### src/rtl/spp_pkg.sv
// Shared types and constants for the sphere point projection pipeline.
package spp_pkg;

    localparam int COORD_W   = 32;
    localparam int DIFF_W    = COORD_W + 1;
    localparam int SQR_W     = 2 * DIFF_W;
    localparam int SUM_W     = SQR_W + 2;
    localparam int RAD_W     = 31;
    localparam int RSQ_W     = 2 * RAD_W;
    localparam int TOL_W     = 32;
    localparam int ROOT_W    = 51;
    localparam int SQRT_REM_W = 2 * ROOT_W;
    localparam int QUO_W     = 18;
    localparam int DIV_REM_W = ROOT_W + 1;
    localparam int NORM_W    = 18;
    localparam int PROD_W    = QUO_W + RAD_W;
    localparam int FRAC_W    = 16;
    localparam int IN_TDATA_W  = 96;
    localparam int OUT_TDATA_W = 160;
    localparam int CFG_ADDR_W  = 3;

    localparam logic [CFG_ADDR_W-1:0] REG_CENTER_X  = 3'd0;
    localparam logic [CFG_ADDR_W-1:0] REG_CENTER_Y  = 3'd1;
    localparam logic [CFG_ADDR_W-1:0] REG_CENTER_Z  = 3'd2;
    localparam logic [CFG_ADDR_W-1:0] REG_RADIUS    = 3'd3;
    localparam logic [CFG_ADDR_W-1:0] REG_TOLERANCE = 3'd4;

    localparam logic [1:0] SIDE_INSIDE  = 2'd0;
    localparam logic [1:0] SIDE_OUTSIDE = 2'd1;
    localparam logic [1:0] SIDE_BAND    = 2'd2;

    localparam logic [RAD_W-1:0] RADIUS_RST = 31'd65536;
    localparam logic [TOL_W-1:0] TOL_RST    = 32'd4295;

    typedef struct packed {
        logic                   found;
        logic [1:0]             side;
        logic [2:0]             neg;
        logic [2:0][DIFF_W-1:0] ad;
    } t_tag;

endpackage

### src/rtl/spp_back.sv
// Back stages: scale the normal by the radius, offset by the center, saturate, pack.
module spp_back (
    input  logic                                i_clk,
    input  logic                                i_rst_n,
    input  logic                                i_adv,
    input  logic                                i_vld,
    input  logic [2:0][spp_pkg::QUO_W-1:0]      i_q,
    input  spp_pkg::t_tag                       i_tag,
    input  logic [2:0][spp_pkg::COORD_W-1:0]    i_c,
    input  logic [spp_pkg::RAD_W-1:0]           i_radius,
    output logic                                o_vld,
    output logic [spp_pkg::OUT_TDATA_W-1:0]     o_data
);

    localparam int OFF_W  = spp_pkg::PROD_W - spp_pkg::FRAC_W;
    localparam int NEAR_W = OFF_W + 2;

    logic                                r_v1, r_v2;
    logic [2:0][spp_pkg::PROD_W-1:0]     r_prod;
    logic [2:0][spp_pkg::QUO_W-1:0]      r_q;
    spp_pkg::t_tag                       r_tag;
    logic [spp_pkg::OUT_TDATA_W-1:0]     r_data;

    logic [2:0][OFF_W-1:0]               n_off;
    logic [2:0][NEAR_W-1:0]              n_near;
    logic [2:0][spp_pkg::COORD_W-1:0]    n_sat;
    logic [2:0][spp_pkg::NORM_W-1:0]     n_norm;
    logic [spp_pkg::OUT_TDATA_W-1:0]     n_data;

    always_comb begin
        for (int i = 0; i < 3; i++) begin
            n_off[i] = r_prod[i][spp_pkg::PROD_W-1:spp_pkg::FRAC_W];
            if (r_tag.neg[i]) begin
                n_near[i] = {{(NEAR_W-spp_pkg::COORD_W){i_c[i][spp_pkg::COORD_W-1]}}, i_c[i]}
                          - {2'b00, n_off[i]};
                n_norm[i] = ~r_q[i] + 1'b1;
            end else begin
                n_near[i] = {{(NEAR_W-spp_pkg::COORD_W){i_c[i][spp_pkg::COORD_W-1]}}, i_c[i]}
                          + {2'b00, n_off[i]};
                n_norm[i] = r_q[i];
            end
            // clamp to the 32-bit coordinate range
            if (!n_near[i][NEAR_W-1] &&
                (n_near[i][NEAR_W-2:spp_pkg::COORD_W-1] != '0)) begin
                n_sat[i] = {1'b0, {(spp_pkg::COORD_W-1){1'b1}}};
            end else if (n_near[i][NEAR_W-1] &&
                         (n_near[i][NEAR_W-2:spp_pkg::COORD_W-1] != '1)) begin
                n_sat[i] = {1'b1, {(spp_pkg::COORD_W-1){1'b0}}};
            end else begin
                n_sat[i] = n_near[i][spp_pkg::COORD_W-1:0];
            end
            if (!r_tag.found) begin
                n_sat[i]  = '0;
                n_norm[i] = '0;
            end
        end
        n_data = {7'b0, r_tag.side, r_tag.found, n_norm[2], n_norm[1], n_norm[0],
                  n_sat[2], n_sat[1], n_sat[0]};
    end

    always_ff @(posedge i_clk) begin
        if (!i_rst_n) begin
            r_v1 <= 1'b0;
            r_v2 <= 1'b0;
        end else if (i_adv) begin
            r_v1 <= i_vld;
            r_v2 <= r_v1;
        end
    end

    always_ff @(posedge i_clk) begin
        if (i_adv) begin
            for (int i = 0; i < 3; i++) begin
                r_prod[i] <= i_q[i] * i_radius;
            end
            r_q    <= i_q;
            r_tag  <= i_tag;
            r_data <= n_data;
        end
    end

    assign o_vld  = r_v2;
    assign o_data = r_data;

endmodule

### config.mk
export PLATFORM = sky130hd
export DESIGN_NAME = spp_back
export DESIGN_NICKNAME = d
export VERILOG_FILES = /design/src/rtl/spp_pkg.sv /design/src/rtl/spp_back.sv
export SDC_FILE = /design/constraint.sdc
export NUM_CORES = 2
export LEC_CHECK = 0
export ABC_AREA = 0
export BUFFER_PORTS_ARGS = -buffer_cell sky130_fd_sc_hd__buf_2
export CAP_MARGIN = 10
export CORE_ASPECT_RATIO = 0.5
export CORE_MARGIN = 2
export CORE_UTILIZATION = 46
export CTS_CLUSTER_DIAMETER = 80
export CTS_CLUSTER_SIZE = 20
export DETAILED_ROUTE_END_ITERATION = 8
export PLACE_DENSITY = 0.75
export SLEW_MARGIN = 20
export SYNTH_ARGS = -nofsm -noshare
export SYNTH_HDL_FRONTEND = slang
export SYNTH_SLANG_ARGS = --single-unit
### constraint.sdc
create_clock -name i_clk -period 6.6 [get_ports i_clk]
set_clock_uncertainty 0.1 [all_clocks]
set_input_delay 0.33 -clock i_clk [delete_from_list [all_inputs] [get_ports i_clk]]
set_output_delay 0.33 -clock i_clk [all_outputs]
set_load 0.05 [all_outputs]
==> results.json <==
{
  "status": "finished, final reports clean",
  "period_share_pct": 95.0,
  "critPathMaxFanout": 10,
  "antenna_found_initial": 19,
  "dieArea_um2": 155000,
  "tritoncts": "built",
  "cts_sinks": 314,
  "clkLatencyLatePin_ps": 620,
  "synthCells": 7656,
  "num-nets-final": 10322,
  "hold_viol": 0,
  "synth-seq-cells": 314,
  "syn_avg_cell_area_um2": 9.12,
  "grt_max_degree": 134,
  "utilization_pct": 51.8,
  "vias_per_cell": 5.27,
  "globalplace.congestion": 0.939,
  "boundaryPins": 451,
  "vias": 53786,
  "root_buffer": "clkbuf_16",
  "dp_hpwl_um": 152000,
  "worst_ep_required_time_ps": 6870,
  "clkTransAtPathRegs_ps": 80,
  "synthTopCellsByCount": "1,639 x inv_1, 1,389 x fa_1, 1,160 x nand2_1",
  "grt_pass1_wl_um": 297000,
  "synth_edf_count": 312,
  "holdWs_ps": 40.9,
  "critPathCaptureType": "register",
  "period_needed_ps": 6270,
  "tightest_slew_ps": 1040,
  "grt.total_usage_pct": 24.0,
  "drv_slew": 0,
  "grt_pass1_vias": 56021,
  "yosys-top-cells-area": "fa_1 40%, edfxtp_1 13%, inv_1 8.8%, ha_1 8.4%, nand2_1 6.2%",
  "yosys.cell_types.count": 82,
  "grt-ovfl-total": 0,
  "dr.pass1.iters": 5,
  "drt_iter0_markers": 4141,
  "drive_gt1_share_pct": 12.0,
  "rows": 101,
  "netlist_area_um2": 69800,
  "postCtsSetupRepairBufs": 0,
  "ys_seq_area_share_pct": 13.5,
  "clock.fmax_ghz": 0.159,
  "fillers": 13381,
  "cp-start-kind": "input port",
  "coreArea_um2": 151000,
  "area_growth_pct": 12.2,
  "crit_arrival_ps": 6540,
  "setup_tns_ps": 0,
  "synth_warnings": 0,
  "wire_per_inst_um": 18.0,
  "cts_htree_levels": 1,
  "cts_buffers": 23,
  "ys.flop_type": "edfxtp_1",
  "max-slew-margin-rel_pct": 30.7,
  "cts.path.max_buffers": 3,
  "worstSetupPathType": "input port to register",
  "ant_nets": 0,
  "synth-async-reset-ratio_pct": 0,
  "yosys.area.top_type_share_pct": 39.8,
  "synth_top_cell_by_area": "fa_1",
  "io_buffers": 344,
  "drc_errors": 0,
  "drv_cap": 0,
  "die_y_um": 280,
  "routed_wl_um": 183000,
  "rrSetupSlack_ps": 770,
  "yosysMostFrequentCell": "inv_1",
  "rsz0062_at_grt": "false",
  "setup-violations-final": 0,
  "start_util_pct": 46.2,
  "hold_class": "input port to register",
  "dieWidth_um": 555
}
==> cells by family (layout without fill, tap and decap cells) <==
logic type                 Yosys count  count (layout)  synth area share (%)
AOI/OAI and AO/OA                  771             771                  7.07
xor gates and xnor gates           313             313                  3.93
adders and majority gates         1857            1857                  48.2
buffers and inverters             2056            2580                  11.2
DFF                                314             314                  13.5
muxes                                8               8                 0.115
other                                1              16               0.00537
and+or+nand+nor                   2336            2336                  16.0
==> what timing repair did <==
item                                   CTS  global route
hold buffers                            10             0
gates resized for setup                  0             6
endpoints found under the hold margin   10             0
setup endpoints to repair                0             6
==> critical path: stages <==
cell	delay [ps]
buf_2	220
buf_4	220
buf_4	140
and2_1	150
fa_1	510
inv_1	50
fa_1	480
fa_1	520
inv_1	60
fa_1	510
fa_1	500
inv_1	50
fa_1	470
inv_1	40
ha_1	280
a21o_1	190
a21o_1	180
a21oi_1	240
o21a_1	160
o31ai_1	70
buf_4	150
a31oi_2	250
nand2b_1	170
o21ai_0	140
a311oi_1	340
xnor2_1	90
==> flip-flops by register name, summed over array words and instances (netlist names) <==
signal	flops
o_vld	1
n_off	99
n_data	3
r_v1	1
o_data	153
r_tag	3
r_q	54
==> layer usage <==
layer  share of wire [%]  track usage, %  vias to the layer above
met5               0.026               0                        -
met4                 3.5            7.37                        8
met3                 7.9            3.33                      341
met2                  47            40.1                     1979
met1                  41            32.6                    27205
li1                    -               -                    24253
==> cells in the final DEF (no fill, tap or decap), types with 18 or more instances in the layout <==
cell / instances
a21oi_2: 18
a31oi_1: 25
nand2b_1: 28
nand3_1: 42
xnor2_1: 199
o31ai_1: 45
clkbuf_16: 23
and2_1: 652
fa_1: 1389
nand2_1: 1160
ha_1: 468
a211oi_1: 20
inv_1: 1638
nor3_1: 48
buf_4: 481
and3_1: 25
xor2_1: 114
nor2b_1: 25
buf_2: 341
a21o_1: 121
o21ai_0: 129
buf_12: 70
o21bai_1: 20
nand4_1: 35
o21a_1: 28
nor2_1: 230
a21oi_1: 246
edfxtp_1: 312
==> path summary, 6_finish.rpt <==
check	cells after the start	endpoint	start
max reg2reg	20	o_data[15]	n_off[4]
min	2	r_q[17]	i_q[17]
min reg2reg	0	o_data[152]	n_data[152]
max	26	n_off[59]	i_radius[10]
==> layout make-up <==
type                    count  area, um2  area share, %
multi-input cells        5292      52700           67.3
flip-flops and latches    314       9410           12.0
repair buffers            905       6850           8.74
inverters                1639       6150           7.85
well taps                2008       2510           3.21
clock buffers              24        579          0.739
clock inverters            12        115          0.147
diodes                      9       22.5         0.0287
==> per-stage QoR <==
stage	setup WS, ps	cells	area (um2)
3_3_place_gp	-265	10148	77500
3_5_place_dp	-306	10148	77500
2_1_floorplan	8.35	7662	69900
5_1_grt	27.5	10201	78300
4_1_cts	320	10194	78300
6_report	328	10203	78300
Power is left out: the tool's default activity adds up to more than one toggle a clock period on the data nets, which glitch-free logic cannot reach.
